## config.mk

```make
export PLATFORM = sky130hd
export DESIGN_NAME = json_string_unescape_utf8_core
export DESIGN_NICKNAME = d
export VERILOG_FILES = /design/src/hdl/jsu_pkg.sv /design/src/hdl/jsu_front.sv /design/src/hdl/jsu_queue.sv /design/src/hdl/jsu_back.sv /design/src/hdl/json_string_unescape_utf8_core.sv
export SDC_FILE = /design/constraint.sdc
export NUM_CORES = 1
export LEC_CHECK = 0
export BUFFER_PORTS_ARGS = -buffer_cell sky130_fd_sc_hd__buf_4
export CAP_MARGIN = 5
export CORE_AREA = 2 2 222 115
export DETAILED_ROUTE_END_ITERATION = 8
export DIE_AREA = 0 0 224 117
export PLACE_DENSITY = 0.85
export SYNTH_ARGS = -nofsm -noshare
export SYNTH_HDL_FRONTEND = slang
export SYNTH_SLANG_ARGS = --single-unit
```

## constraint.sdc

```tcl
create_clock -name clock -period 7.14 [get_ports clock]
set_clock_uncertainty 0.15 [all_clocks]
set_input_delay 1.428 -clock clock [delete_from_list [all_inputs] [get_ports clock]]
set_output_delay 1.428 -clock clock [all_outputs]
set_load 0.03 [all_outputs]
```

## src/hdl/jsu_pkg.sv

```systemverilog
package jsu_pkg;

   // One input item: a raw byte of the literal, or the end of input.
   typedef struct packed {
      logic       req_type;
      logic [7:0] data_byte;
   } req_item_type;

   // One result item.
   typedef struct packed {
      logic [1:0] result_kind;
      logic [7:0] out_byte;
      logic       last_of_run;
   } rsp_item_type;

   localparam logic REQ_DATA = 1'b0;
   localparam logic REQ_END  = 1'b1;

   localparam logic [1:0] KIND_BYTE  = 2'd0;
   localparam logic [1:0] KIND_DONE  = 2'd1;
   localparam logic [1:0] KIND_ERROR = 2'd2;

   localparam logic [20:0] REPL_CP = 21'h00FFFD;

   // Decoder phase of the front end.
   typedef enum logic [3:0] {
      PH_IDLE,
      PH_TEXT,
      PH_ESC,
      PH_CONTCR,
      PH_CONTLF,
      PH_X1,
      PH_X2,
      PH_USTART,
      PH_U4,
      PH_UBRACE
   } phase_type;

   // What closes a command: nothing, a string-complete item or an error item.
   typedef enum logic [1:0] {
      FIN_NONE,
      FIN_DONE,
      FIN_ERROR
   } fin_type;

   // An element is either a raw byte passed through as is, or a code point
   // that the back end encodes as UTF-8.
   typedef struct packed {
      logic        is_raw;
      logic [20:0] value;
   } elem_type;

   // Everything one input item asks the back end to emit, in order:
   // up to two elements, then the closing item if any.
   typedef struct packed {
      logic [1:0] n_elem;
      fin_type    fin;
      elem_type   e0;
      elem_type   e1;
   } cmd_type;

endpackage

```

## src/hdl/jsu_front.sv

```systemverilog
module jsu_front
   import jsu_pkg::*;
(
   input  logic         clock,
   input  logic         reset,
   input  logic         req_valid,
   input  req_item_type req_item,
   output logic         req_stall,
   input  logic         csr_valid,
   input  logic         csr_data,
   input  logic         queue_full,
   output logic         push_valid,
   output cmd_type      push_cmd
);

   localparam logic [7:0] CH_DQUOTE  = 8'h22;
   localparam logic [7:0] CH_SQUOTE  = 8'h27;
   localparam logic [7:0] CH_BSLASH  = 8'h5C;
   localparam logic [7:0] CH_SLASH   = 8'h2F;
   localparam logic [7:0] CH_CR      = 8'h0D;
   localparam logic [7:0] CH_NL      = 8'h0A;
   localparam logic [7:0] CH_SPACE   = 8'h20;
   localparam logic [7:0] CH_LBRACE  = 8'h7B;
   localparam logic [7:0] CH_RBRACE  = 8'h7D;
   localparam logic [7:0] CH_0       = 8'h30;
   localparam logic [7:0] CH_9       = 8'h39;
   localparam logic [7:0] CH_UPPER_A = 8'h41;
   localparam logic [7:0] CH_UPPER_F = 8'h46;
   localparam logic [7:0] CH_LOWER_A = 8'h61;
   localparam logic [7:0] CH_LOWER_F = 8'h66;
   localparam logic [7:0] CH_ESC_B   = 8'h62;
   localparam logic [7:0] CH_ESC_F   = 8'h66;
   localparam logic [7:0] CH_ESC_N   = 8'h6E;
   localparam logic [7:0] CH_ESC_R   = 8'h72;
   localparam logic [7:0] CH_ESC_T   = 8'h74;
   localparam logic [7:0] CH_ESC_U   = 8'h75;
   localparam logic [7:0] CH_ESC_V   = 8'h76;
   localparam logic [7:0] CH_ESC_X   = 8'h78;
   localparam logic [7:0] BYTE_BS    = 8'h08;
   localparam logic [7:0] BYTE_FF    = 8'h0C;
   localparam logic [7:0] BYTE_HT    = 8'h09;
   localparam logic [7:0] BYTE_VT    = 8'h0B;
   localparam logic [4:0] HEX_NONE   = 5'd16;

   localparam cmd_type CMD_EMPTY = '{n_elem: 2'd0, fin: FIN_NONE, e0: '0, e1: '0};

   typedef struct packed {
      cmd_type    cmd;
      logic       lead_v;
      logic [9:0] lead;
   } take_type;

   function automatic logic [4:0] hexval(input logic [7:0] c);
      if (c >= CH_0 && c <= CH_9) return 5'(c - CH_0);
      if (c >= CH_UPPER_A && c <= CH_UPPER_F) return 5'(c - CH_UPPER_A) + 5'd10;
      if (c >= CH_LOWER_A && c <= CH_LOWER_F) return 5'(c - CH_LOWER_A) + 5'd10;
      return HEX_NONE;
   endfunction

   function automatic cmd_type cmd_add(input cmd_type c, input logic raw,
                                       input logic [20:0] v);
      cmd_type r;
      r = c;
      if (c.n_elem == 2'd0) begin
         r.e0     = '{is_raw: raw, value: v};
         r.n_elem = 2'd1;
      end else begin
         r.e1     = '{is_raw: raw, value: v};
         r.n_elem = 2'd2;
      end
      return r;
   endfunction

   // Values past the last plane or inside the surrogate range encode as U+FFFD.
   function automatic logic [20:0] fix_cp(input logic [31:0] v);
      if (v > 32'h0010FFFF || (v >= 32'h0000D800 && v <= 32'h0000DFFF)) return REPL_CP;
      return v[20:0];
   endfunction

   // Hands one decoded escape value to the surrogate pairing logic.
   function automatic take_type take_code(input cmd_type c, input logic lv,
                                          input logic [9:0] ld, input logic [31:0] v);
      take_type    r;
      logic [20:0] j;
      r.cmd    = c;
      r.lead_v = lv;
      r.lead   = ld;
      j = 21'({ld, v[9:0]}) + 21'h010000;
      if (v >= 32'h0000D800 && v <= 32'h0000DBFF) begin
         if (lv) r.cmd = cmd_add(r.cmd, 1'b0, REPL_CP);
         r.lead_v = 1'b1;
         r.lead   = v[9:0];
      end else if (v >= 32'h0000DC00 && v <= 32'h0000DFFF) begin
         if (!lv) begin
            r.cmd = cmd_add(r.cmd, 1'b0, REPL_CP);
         end else begin
            if (j[15:1] == 15'h7FFF) begin
               r.cmd = cmd_add(r.cmd, 1'b0, REPL_CP);
               r.cmd = cmd_add(r.cmd, 1'b0, REPL_CP);
            end else begin
               r.cmd = cmd_add(r.cmd, 1'b0, j);
            end
            r.lead_v = 1'b0;
         end
      end else begin
         if (lv) r.cmd = cmd_add(r.cmd, 1'b0, REPL_CP);
         r.lead_v = 1'b0;
         r.cmd    = cmd_add(r.cmd, 1'b0, fix_cp(v));
      end
      return r;
   endfunction

   phase_type   phase_ff, phase_in;
   logic        quote_ff, quote_in;
   logic        lead_v_ff, lead_v_in;
   logic [9:0]  lead_ff, lead_in;
   logic [31:0] acc_ff, acc_in;
   logic [1:0]  cnt_ff, cnt_in;
   logic        strict_ff;

   logic        accept;
   cmd_type     cmd;
   logic        err;
   logic        do_text;
   logic [7:0]  b;
   logic [4:0]  d;
   logic [31:0] acc_sh;
   logic [7:0]  q;
   take_type    tc;

   assign req_stall  = queue_full;
   assign accept     = req_valid && !req_stall;
   assign push_valid = accept && (cmd.n_elem != 2'd0 || cmd.fin != FIN_NONE);
   assign push_cmd   = cmd;

   always_comb begin
      phase_in  = phase_ff;
      quote_in  = quote_ff;
      lead_v_in = lead_v_ff;
      lead_in   = lead_ff;
      acc_in    = acc_ff;
      cnt_in    = cnt_ff;
      cmd       = CMD_EMPTY;
      err       = 1'b0;
      do_text   = 1'b0;
      b         = req_item.data_byte;
      d         = hexval(b);
      acc_sh    = {acc_ff[27:0], d[3:0]};
      q         = quote_ff ? CH_SQUOTE : CH_DQUOTE;
      tc        = '0;

      if (req_item.req_type == REQ_END) begin
         case (phase_ff)
            PH_TEXT, PH_ESC, PH_CONTCR, PH_CONTLF, PH_UBRACE: begin
               if (strict_ff) begin
                  err = 1'b1;
               end else begin
                  if (phase_ff == PH_UBRACE) begin
                     tc        = take_code(cmd, lead_v_in, lead_in, acc_ff);
                     cmd       = tc.cmd;
                     lead_v_in = tc.lead_v;
                     lead_in   = tc.lead;
                  end
                  if (lead_v_in) cmd = cmd_add(cmd, 1'b0, REPL_CP);
                  cmd.fin   = FIN_DONE;
                  phase_in  = PH_IDLE;
                  lead_v_in = 1'b0;
                  acc_in    = '0;
                  cnt_in    = '0;
               end
            end
            default: begin
               err = 1'b1;
            end
         endcase
      end else begin
         case (phase_ff)
            PH_IDLE: begin
               if (b == CH_DQUOTE) begin
                  quote_in = 1'b0;
                  phase_in = PH_TEXT;
               end else if (b == CH_SQUOTE && !strict_ff) begin
                  quote_in = 1'b1;
                  phase_in = PH_TEXT;
               end else begin
                  err = 1'b1;
               end
               lead_v_in = 1'b0;
               acc_in    = '0;
               cnt_in    = '0;
            end
            PH_TEXT: begin
               do_text = 1'b1;
            end
            PH_CONTCR: begin
               phase_in = PH_TEXT;
               do_text  = (b != CH_NL);
            end
            PH_CONTLF: begin
               phase_in = PH_TEXT;
               do_text  = (b != CH_CR);
            end
            PH_ESC: begin
               if (b != CH_ESC_U && lead_v_in) begin
                  cmd       = cmd_add(cmd, 1'b0, REPL_CP);
                  lead_v_in = 1'b0;
               end
               phase_in = PH_TEXT;
               case (b)
                  CH_CR: begin
                     if (strict_ff) err = 1'b1;
                     else phase_in = PH_CONTCR;
                  end
                  CH_NL: begin
                     if (strict_ff) err = 1'b1;
                     else phase_in = PH_CONTLF;
                  end
                  CH_ESC_B: cmd = cmd_add(cmd, 1'b1, 21'(BYTE_BS));
                  CH_ESC_F: cmd = cmd_add(cmd, 1'b1, 21'(BYTE_FF));
                  CH_ESC_N: cmd = cmd_add(cmd, 1'b1, 21'(CH_NL));
                  CH_ESC_R: cmd = cmd_add(cmd, 1'b1, 21'(CH_CR));
                  CH_ESC_T: cmd = cmd_add(cmd, 1'b1, 21'(BYTE_HT));
                  CH_ESC_V: begin
                     if (strict_ff) err = 1'b1;
                     else cmd = cmd_add(cmd, 1'b1, 21'(BYTE_VT));
                  end
                  CH_ESC_X: begin
                     if (strict_ff) begin
                        err = 1'b1;
                     end else begin
                        phase_in = PH_X1;
                        acc_in   = '0;
                     end
                  end
                  CH_ESC_U: begin
                     phase_in = PH_USTART;
                     acc_in   = '0;
                     cnt_in   = '0;
                  end
                  CH_DQUOTE, CH_BSLASH, CH_SLASH: cmd = cmd_add(cmd, 1'b1, 21'(b));
                  default: begin
                     if (strict_ff) err = 1'b1;
                     else cmd = cmd_add(cmd, 1'b1, 21'(b));
                  end
               endcase
            end
            PH_X1: begin
               if (d == HEX_NONE) begin
                  err = 1'b1;
               end else begin
                  acc_in   = 32'(d[3:0]);
                  phase_in = PH_X2;
               end
            end
            PH_X2: begin
               if (d == HEX_NONE) begin
                  err = 1'b1;
               end else begin
                  cmd      = cmd_add(cmd, 1'b1, 21'({acc_ff[3:0], d[3:0]}));
                  acc_in   = '0;
                  phase_in = PH_TEXT;
               end
            end
            PH_USTART: begin
               if (b == CH_LBRACE) begin
                  phase_in = PH_UBRACE;
                  acc_in   = '0;
               end else if (d == HEX_NONE) begin
                  err = 1'b1;
               end else begin
                  acc_in   = 32'(d[3:0]);
                  cnt_in   = 2'd1;
                  phase_in = PH_U4;
               end
            end
            PH_U4: begin
               if (d == HEX_NONE) begin
                  err = 1'b1;
               end else if (cnt_ff == 2'd3) begin
                  // Fourth digit: the value is complete.
                  tc        = take_code(cmd, lead_v_in, lead_in, acc_sh);
                  cmd       = tc.cmd;
                  lead_v_in = tc.lead_v;
                  lead_in   = tc.lead;
                  phase_in  = PH_TEXT;
                  acc_in    = '0;
                  cnt_in    = '0;
               end else begin
                  acc_in = acc_sh;
                  cnt_in = cnt_ff + 2'd1;
               end
            end
            PH_UBRACE: begin
               if (b == CH_RBRACE) begin
                  tc        = take_code(cmd, lead_v_in, lead_in, acc_ff);
                  cmd       = tc.cmd;
                  lead_v_in = tc.lead_v;
                  lead_in   = tc.lead;
                  phase_in  = PH_TEXT;
                  acc_in    = '0;
               end else if (d == HEX_NONE || acc_ff[31:28] != 4'd0) begin
                  // Another digit would push the value past 32 bits.
                  err = 1'b1;
               end else begin
                  acc_in = acc_sh;
               end
            end
            default: begin
               err = 1'b1;
            end
         endcase

         if (do_text) begin
            if (b == q) begin
               if (lead_v_in) cmd = cmd_add(cmd, 1'b0, REPL_CP);
               cmd.fin   = FIN_DONE;
               phase_in  = PH_IDLE;
               lead_v_in = 1'b0;
               acc_in    = '0;
               cnt_in    = '0;
            end else if (b == CH_BSLASH) begin
               phase_in = PH_ESC;
            end else if (strict_ff && b < CH_SPACE) begin
               err = 1'b1;
            end else begin
               if (lead_v_in) cmd = cmd_add(cmd, 1'b0, REPL_CP);
               lead_v_in = 1'b0;
               cmd       = cmd_add(cmd, 1'b1, 21'(b));
            end
         end
      end

      // An error drops whatever this item would have produced.
      if (err) begin
         cmd       = CMD_EMPTY;
         cmd.fin   = FIN_ERROR;
         phase_in  = PH_IDLE;
         lead_v_in = 1'b0;
         acc_in    = '0;
         cnt_in    = '0;
      end
   end

   always_ff @(posedge clock) begin
      if (reset) begin
         phase_ff  <= PH_IDLE;
         quote_ff  <= 1'b0;
         lead_v_ff <= 1'b0;
         lead_ff   <= '0;
         acc_ff    <= '0;
         cnt_ff    <= '0;
      end else if (accept) begin
         phase_ff  <= phase_in;
         quote_ff  <= quote_in;
         lead_v_ff <= lead_v_in;
         lead_ff   <= lead_in;
         acc_ff    <= acc_in;
         cnt_ff    <= cnt_in;
      end
   end

   always_ff @(posedge clock) begin
      if (reset) begin
         strict_ff <= 1'b1;
      end else if (csr_valid) begin
         strict_ff <= csr_data;
      end
   end

endmodule

```

## src/hdl/jsu_queue.sv

```systemverilog
module jsu_queue
   import jsu_pkg::*;
#(
   parameter int DEPTH = 4
)
(
   input  logic    clock,
   input  logic    reset,
   input  logic    push_valid,
   input  cmd_type push_data,
   output logic    full,
   input  logic    pop,
   output logic    head_valid,
   output cmd_type head_data
);

   localparam int PTR_W = (DEPTH > 1) ? $clog2(DEPTH) : 1;
   localparam int CNT_W = $clog2(DEPTH + 1);

   cmd_type            mem_ff [DEPTH];
   logic [PTR_W-1:0]   wr_ptr_ff, wr_ptr_in;
   logic [PTR_W-1:0]   rd_ptr_ff, rd_ptr_in;
   logic [CNT_W-1:0]   count_ff, count_in;

   assign full       = (count_ff == CNT_W'(DEPTH));
   assign head_valid = (count_ff != '0);
   assign head_data  = mem_ff[rd_ptr_ff];

   always_comb begin
      wr_ptr_in = wr_ptr_ff;
      rd_ptr_in = rd_ptr_ff;
      count_in  = count_ff;
      if (push_valid) begin
         wr_ptr_in = (wr_ptr_ff == PTR_W'(DEPTH - 1)) ? '0 : wr_ptr_ff + 1'b1;
      end
      if (pop) begin
         rd_ptr_in = (rd_ptr_ff == PTR_W'(DEPTH - 1)) ? '0 : rd_ptr_ff + 1'b1;
      end
      if (push_valid && !pop) count_in = count_ff + 1'b1;
      else if (pop && !push_valid) count_in = count_ff - 1'b1;
   end

   always_ff @(posedge clock) begin
      if (reset) begin
         wr_ptr_ff <= '0;
         rd_ptr_ff <= '0;
         count_ff  <= '0;
      end else begin
         wr_ptr_ff <= wr_ptr_in;
         rd_ptr_ff <= rd_ptr_in;
         count_ff  <= count_in;
      end
   end

   always_ff @(posedge clock) begin
      if (push_valid) begin
         mem_ff[wr_ptr_ff] <= push_data;
      end
   end

endmodule

```

## src/hdl/jsu_back.sv

```systemverilog
module jsu_back
   import jsu_pkg::*;
(
   input  logic         clock,
   input  logic         reset,
   input  logic         head_valid,
   input  cmd_type      head_data,
   output logic         pop,
   output logic         rsp_valid,
   input  logic         rsp_stall,
   output rsp_item_type rsp_item
);

   // Number of bytes of an element, minus one.
   function automatic logic [1:0] elem_len_m1(input elem_type e);
      if (e.is_raw || e.value < 21'h000080) return 2'd0;
      if (e.value < 21'h000800) return 2'd1;
      if (e.value < 21'h010000) return 2'd2;
      return 2'd3;
   endfunction

   function automatic logic [7:0] elem_byte(input elem_type e, input logic [1:0] k);
      logic [20:0] cp;
      cp = e.value;
      case (elem_len_m1(e))
         2'd0: return cp[7:0];
         2'd1: return (k == 2'd0) ? {3'b110, cp[10:6]} : {2'b10, cp[5:0]};
         2'd2: begin
            case (k)
               2'd0:    return {4'b1110, cp[15:12]};
               2'd1:    return {2'b10, cp[11:6]};
               default: return {2'b10, cp[5:0]};
            endcase
         end
         default: begin
            case (k)
               2'd0:    return {5'b11110, cp[20:18]};
               2'd1:    return {2'b10, cp[17:12]};
               2'd2:    return {2'b10, cp[11:6]};
               default: return {2'b10, cp[5:0]};
            endcase
         end
      endcase
   endfunction

   logic         rsp_valid_ff, rsp_valid_in;
   rsp_item_type rsp_item_ff, rsp_item_in;
   logic         at_fin_ff, at_fin_in;
   logic         elem_idx_ff, elem_idx_in;
   logic [1:0]   byte_idx_ff, byte_idx_in;

   logic         advance;
   logic         at_fin;
   elem_type     elem;
   logic [1:0]   len_m1;

   assign rsp_valid = rsp_valid_ff;
   assign rsp_item  = rsp_item_ff;

   always_comb begin
      advance      = head_valid && (!rsp_valid_ff || !rsp_stall);
      at_fin       = at_fin_ff || (head_data.n_elem == 2'd0);
      elem         = elem_idx_ff ? head_data.e1 : head_data.e0;
      len_m1       = elem_len_m1(elem);
      pop          = 1'b0;
      at_fin_in    = at_fin_ff;
      elem_idx_in  = elem_idx_ff;
      byte_idx_in  = byte_idx_ff;
      rsp_item_in  = rsp_item_ff;
      rsp_valid_in = advance || (rsp_valid_ff && rsp_stall);

      if (advance) begin
         if (at_fin) begin
            rsp_item_in.result_kind = (head_data.fin == FIN_ERROR) ? KIND_ERROR : KIND_DONE;
            rsp_item_in.out_byte    = 8'd0;
            rsp_item_in.last_of_run = 1'b1;
            pop = 1'b1;
         end else begin
            rsp_item_in.result_kind = KIND_BYTE;
            rsp_item_in.out_byte    = elem_byte(elem, byte_idx_ff);
            rsp_item_in.last_of_run = 1'b0;
            if (byte_idx_ff == len_m1) begin
               if (!elem_idx_ff && head_data.n_elem == 2'd2) begin
                  elem_idx_in = 1'b1;
                  byte_idx_in = 2'd0;
               end else if (head_data.fin != FIN_NONE) begin
                  at_fin_in   = 1'b1;
                  byte_idx_in = 2'd0;
               end else begin
                  rsp_item_in.last_of_run = 1'b1;
                  pop = 1'b1;
               end
            end else begin
               byte_idx_in = byte_idx_ff + 2'd1;
            end
         end
         if (pop) begin
            at_fin_in   = 1'b0;
            elem_idx_in = 1'b0;
            byte_idx_in = 2'd0;
         end
      end
   end

   always_ff @(posedge clock) begin
      if (reset) begin
         rsp_valid_ff <= 1'b0;
         at_fin_ff    <= 1'b0;
         elem_idx_ff  <= 1'b0;
         byte_idx_ff  <= 2'd0;
      end else begin
         rsp_valid_ff <= rsp_valid_in;
         at_fin_ff    <= at_fin_in;
         elem_idx_ff  <= elem_idx_in;
         byte_idx_ff  <= byte_idx_in;
      end
   end

   always_ff @(posedge clock) begin
      rsp_item_ff <= rsp_item_in;
   end

endmodule

```

## src/hdl/json_string_unescape_utf8_core.sv

```systemverilog
// Streaming unescaper for one quoted string literal: feed the raw bytes of the
// literal, opening quote first, and the block returns the unescaped content as
// UTF-8 bytes, then a string-complete item, or a single error item. JSON escapes,
// \uXXXX and \u{...} are decoded and surrogate pairs are joined; with the
// strict_mode register cleared, single quotes, \v, \xHH, unknown escapes, raw
// control bytes and backslash line continuation are accepted too. The last_of_run
// bit is set on the final result caused by one input item. The front end takes
// one input item per cycle unless the queue is full, decodes it and queues a
// short command; the back end sequencer emits one result item per cycle while
// the receiver does not stall. One input item can yield up to eight results,
// e.g. a replaced lead surrogate, a four byte character and the string-complete
// item when the input ends inside an unclosed \u{...} escape. The queue of
// QUEUE_DEPTH commands between the two lets the input keep flowing while
// multi-byte output drains.
module json_string_unescape_utf8_core
   import jsu_pkg::*;
#(
   parameter int QUEUE_DEPTH = 4
)
(
   input  logic         clock,
   input  logic         reset,
   input  logic         req_valid,
   output logic         req_stall,
   input  req_item_type req_item,
   output logic         rsp_valid,
   input  logic         rsp_stall,
   output rsp_item_type rsp_item,
   input  logic         csr_valid,
   output logic         csr_ready,
   input  logic         csr_data
);

   logic    queue_full;
   logic    push_valid;
   cmd_type push_cmd;
   logic    pop;
   logic    head_valid;
   cmd_type head_data;

   // The mode register is a single flip-flop and takes any write at once.
   assign csr_ready = 1'b1;

   // The front end decodes input items into commands of up to two elements.
   jsu_front u_front (
      .clock      (clock),
      .reset      (reset),
      .req_valid  (req_valid),
      .req_item   (req_item),
      .req_stall  (req_stall),
      .csr_valid  (csr_valid && csr_ready),
      .csr_data   (csr_data),
      .queue_full (queue_full),
      .push_valid (push_valid),
      .push_cmd   (push_cmd)
   );

   // Commands wait here so that input and output stall independently.
   jsu_queue #(
      .DEPTH (QUEUE_DEPTH)
   ) u_queue (
      .clock      (clock),
      .reset      (reset),
      .push_valid (push_valid),
      .push_data  (push_cmd),
      .full       (queue_full),
      .pop        (pop),
      .head_valid (head_valid),
      .head_data  (head_data)
   );

   // The back end turns the head command into result items, one per cycle while
   // the receiver does not stall, through a registered output stage.
   jsu_back u_back (
      .clock      (clock),
      .reset      (reset),
      .head_valid (head_valid),
      .head_data  (head_data),
      .pop        (pop),
      .rsp_valid  (rsp_valid),
      .rsp_stall  (rsp_stall),
      .rsp_item   (rsp_item)
   );

endmodule

```

==> out/metrics.csv <==
stage,metric,value,unit
final_layout,final layout net count,1471,
power_and_ir_drop,combinational cell fraction of total power,30.0,%
synth,"post-synthesis share of cell area spent on full adders, half adders and majority gates",2.092,%
clock_tree,Post-CTS Repair Setup Buffers,0,
critical_path,crit path DAT,5.91,ns
route,number of routed nets with antenna violations,0,
sta,max_slew headroom,16.25,%
synth,complex-gate fraction of the synthesized area,20.58,%
power_and_ir_drop,Leak,5.300,nW
sta,Setup Viol. Count Final,0,
critical_path,CP required,7.46,ns
synth,"Seq/Total Area, Yosys",48.31,%
route,post-detailed-route via-to-cell ratio,7.624,
power_and_ir_drop,Flop pwr share,41.5,%
clock_tree,Longest Clk Path Bufs,3,
die,Boundary Pins,29,
critical_path,combined buffer and inverter count along the critical path,2,
power_and_ir_drop,maximum vdd drop,0.0002343,V
global_route,pin count of the biggest net entering global routing,52,
critical_path,cells along the critical path,"buf_4, or4b_1, a2111oi_0, nor2_1, a21oi_1, o21ai_0, nor3b_2, a31oi_4, ha_1, inv_1, fa_1, xor2_1, or3_1, a21oi_1",
synth,Mapped Cells,1468,
route,1st-iter DRT viols,2582,
synth,mux share of post-synthesis cell area,9.161,%
outcome,violated checks,DRC,
outcome,status,finished with violations,
clock_tree,TritonCTS Sinks,268,
global_route,antenna violations before repair,2,
power_and_ir_drop,Net Switching,1.665,mW
sta,least setup slack across all paths after layout,1.558,ns
synth,combinational family with the most area after synthesis,compound AO/OA/AOI/OAI gates,
sta,count of final hold-check violations,0,
die,die extent in x,224,um
sta,share of the cycle needed by the critical path after routing,78.17,%
route,length of the first detailed-routing pass in iterations,9,
synth,syn nets,1508,
final_layout,most frequent standard cell in the layout excluding fill and tap cells,sky130_fd_sc_hd__edfxtp_1,
global_route,Overflow after GRT,0,
route,remaining design rule violation count,45,
die,initial core utilization,62.57,%
sta,max-slew violations,0,
clock_tree,# resized after CTS,0,
critical_path,Crit. Startpoint,req_item[3],
synth,async set-or-reset flop fraction in the synthesized netlist,0,%
power_and_ir_drop,pwr dens,298.3,nW/um2
global_route,via count of the first global-routing pass,12211,
clock_tree,clock root buffer,sky130_fd_sc_hd__clkbuf_16,
run,maximum capacitance violations,0,
route,total number of vias,13510,
clock_tree,clock tree from TritonCTS,yes,
synth,Synth Flop Type,sky130_fd_sc_hd__edfxtp_1,
critical_path,"Max FO, Critical Path",26,
route,wire per inst,28.87,um
clock_tree,Inserted Clock Buffers,24,
synth,number of distinct library cells after synthesis,90,
synth,cells taking the most area after synthesis,"sky130_fd_sc_hd__edfxtp_1 40%, sky130_fd_sc_hd__dfxtp_1 8.5%, sky130_fd_sc_hd__mux4_2 6.8%",
clock_tree,clock latency on the worst-skew pair,0.55,ns
global_route,total track usage,39.02,%
sta,slew at the pin with the worst max-slew slack,1.252,ns
critical_path,cell type of the slowest stage on the worst timing path,sky130_fd_sc_hd__a2111oi_0,
critical_path,WS Path Type,in2reg,
critical_path,Max stage delay on crit path,0.81,ns
sta,final critical-path required period,5.582,ns
clock_tree,clock input transition at the sequential cells of the worst setup and hold paths,0.08,ns
final_layout,"commonest cells after routing, fill and taps aside","203 x sky130_fd_sc_hd__edfxtp_1, 158 x sky130_fd_sc_hd__nor2_1, 110 x sky130_fd_sc_hd__a21oi_1",
synth,fraction of post-synthesis cell area in the top cell type by area,39.81,%
sta,setup repair after global routing missed its margin,no,
place,placer's final routability congestion estimate,1.085,
power_and_ir_drop,switching power share of the total,33.74,%
synth,xor and xnor area share after synthesis,0.2288,%
power_and_ir_drop,internal power,3.269,mW
final_layout,fraction of final layout cells with drive strength greater than 1,13.60,%
final_layout,relative area change from synthesis to final layout,8.050,%
critical_path,most frequent cell on the critical path,sky130_fd_sc_hd__a21oi_1,
synth,"share of synthesized cell area in and, or, nand and nor gates",15.83,%
clock_tree,number of H-tree levels,1,
sta,Setup TNS,0,ns
route,"wirelength, routed",51160,um
final_layout,cell area after layout,16540,um2
die,number of standard-cell rows in the floorplan,41,
critical_path,kind of cell with the highest combined delay on the critical path,compound AO/OA/AOI/OAI gates,
min_path,hold path startpoint,u_back.rsp_valid$_SDFF_PP0_,
place,post-detailed-placement cell area,15700,um2
global_route,wire length of the first global-routing pass,76040,um
power_and_ir_drop,power consumption,4.934,mW
sta,timing-limited maximum frequency,179.2,MHz
die,total core area,24470,um2
critical_path,type of origin of the critical path,primary input,
synth,cell type with the highest aggregate area in the netlist,sky130_fd_sc_hd__edfxtp_1,
place,post-placement cell count,1727,
die,height of the die,117,um
power_and_ir_drop,Clk network pwr share,28.5,%
synth,post-synthesis register bit count,268,
place,Setup Slack @ Placement,1.302,ns
place,number of input and output port buffers inserted,27,
synth,number of enable-type register cells in the synthesized netlist,203,
die,floorplan die area,26210,um2
synth,Synth Warn #,0,
final_layout,Layout Cells excl Fill,1772,
clock_tree,# hold bufs at CTS,0,
min_path,Min-Delay Path Class,reg2reg,
synth,post-synthesis average cell area,10.43,um2
critical_path,endpoint kind of the worst setup timing path,flop,
synth,cell area after technology mapping,15310,um2
place,dpl hpwl,35750,um
[cell usage after synthesis (13+ instances only)]
| master | count |
|---|---|
| sky130_fd_sc_hd__edfxtp_1 | 203 |
| sky130_fd_sc_hd__nor2_1 | 158 |
| sky130_fd_sc_hd__a21oi_1 | 110 |
| sky130_fd_sc_hd__nand2_1 | 105 |
| sky130_fd_sc_hd__clkbuf_1 | 96 |
| sky130_fd_sc_hd__o21ai_0 | 82 |
| sky130_fd_sc_hd__dfxtp_1 | 65 |
| sky130_fd_sc_hd__mux4_2 | 46 |
| sky130_fd_sc_hd__nor3_1 | 34 |
| sky130_fd_sc_hd__nand3_1 | 33 |
| sky130_fd_sc_hd__a211oi_1 | 30 |
| sky130_fd_sc_hd__inv_1 | 28 |
| sky130_fd_sc_hd__o211ai_1 | 26 |
| sky130_fd_sc_hd__ha_1 | 24 |
| sky130_fd_sc_hd__o22ai_1 | 22 |
| sky130_fd_sc_hd__or3_1 | 20 |
| sky130_fd_sc_hd__a31oi_1 | 19 |
| sky130_fd_sc_hd__a32oi_1 | 17 |
| sky130_fd_sc_hd__mux2_2 | 17 |
| sky130_fd_sc_hd__nand2b_1 | 17 |
| sky130_fd_sc_hd__and3_1 | 16 |
| sky130_fd_sc_hd__mux2i_1 | 16 |
| sky130_fd_sc_hd__a22oi_1 | 15 |
| sky130_fd_sc_hd__nand4_1 | 15 |
| sky130_fd_sc_hd__nor2b_1 | 14 |
| sky130_fd_sc_hd__a21o_1 | 13 |
| sky130_fd_sc_hd__or2_2 | 13 |
[final cells by class]
cell class              count  area, um2
repair buffers             52      440.4
fillers                  1820       7926
clock inverters            13      161.4
well taps                 322      402.9
clock buffers              31      678.2
multi-input cells        1056       7347
inverters                  29      108.9
flip-flops and latches    268       7402
diodes                      1      2.502
[registers in the layout (all words and copies together), names as in the netlist, named ones only]
signal              count
u_queue.mem_ff        192
u_front.acc_ff         32
u_back.rsp_item        11
u_front.lead_ff        10
u_front.phase_ff        4
u_queue.count_ff        3
u_back.byte_idx_ff      2
u_front.cnt_ff          2
u_queue.rd_ptr_ff       2
u_queue.wr_ptr_ff       2
u_back.at_fin_ff        1
u_back.elem_idx_ff      1
u_back.rsp_valid        1
u_front.lead_v_ff       1
u_front.quote_ff        1
u_front.strict_ff       1
[worst register-to-register path, delay by kind of cell (launching register included)]
kind | cells | cell delay [ns]
mux | 2 | 1.02
compound gates | 3 | 1.26
simple gates | 6 | 1.27
flops | 1 | 0.99
buf+inv | 1 | 0.16
fa+ha+maj | 1 | 0.36
[worst paths after layout]
path,to,slack (ns),depth (start not counted)
max,u_queue.count_ff[2]$_SDFFE_PP0P_,1.56,14
min,u_back.rsp_valid$_SDFF_PP0_,0.33,2
max reg2reg,u_back.rsp_item[3]$_SDFFCE_PP0P_,1.68,13
min reg2reg,u_back.rsp_valid$_SDFF_PP0_,0.33,2
[cell families after synthesis]
| logic type | count (synthesis) |
|---|---|
| buffers and inverters | 144 |
| other | 1 |
| AO/OA/AOI/OAI | 459 |
| multiplexers | 80 |
| adder cells (fa/ha/maj) | 25 |
| AND/OR/NAND/NOR | 487 |
| flip-flops | 268 |
| XOR/XNOR | 4 |
[power by group through the flow]
stage | registers, mW | clock network, mW | logic, mW
finish | 2.05 | 1.41 | 1.48
global route | 2.07 | 1.46 | 1.55
CTS | 2.05 | 1.40 | 1.43
detailed placement | 2.08 | 0 | 1.41
global placement | 2.06 | 0 | 1.35
floorplan | 2.03 | 0 | 1.02
[through the flow]
step | hold WS, ns | util [%]
final | 0.3344 | 67.61
after global routing | 0.3535 | 67.60
after CTS | 0.3404 | 67.60
after detailed placement | 0.3312 | 64.17
after global placement | 0.2998 | 64.17
after floorplan | 0.2905 | -
[per-layer routing]
| metal | GRT usage [%] | share of wire (%) | vias to the layer above |
|---|---|---|---|
| li1 | - | - | 5620 |
| met1 | 58.11 | 41 | 6445 |
| met2 | 51.28 | 38 | 1243 |
| met3 | 17.60 | 18 | 196 |
| met4 | 8.667 | 2.9 | 6 |
| met5 | 2.688 | 0.22 | - |
No activity file was read; power rests on OpenSTA's default activity.
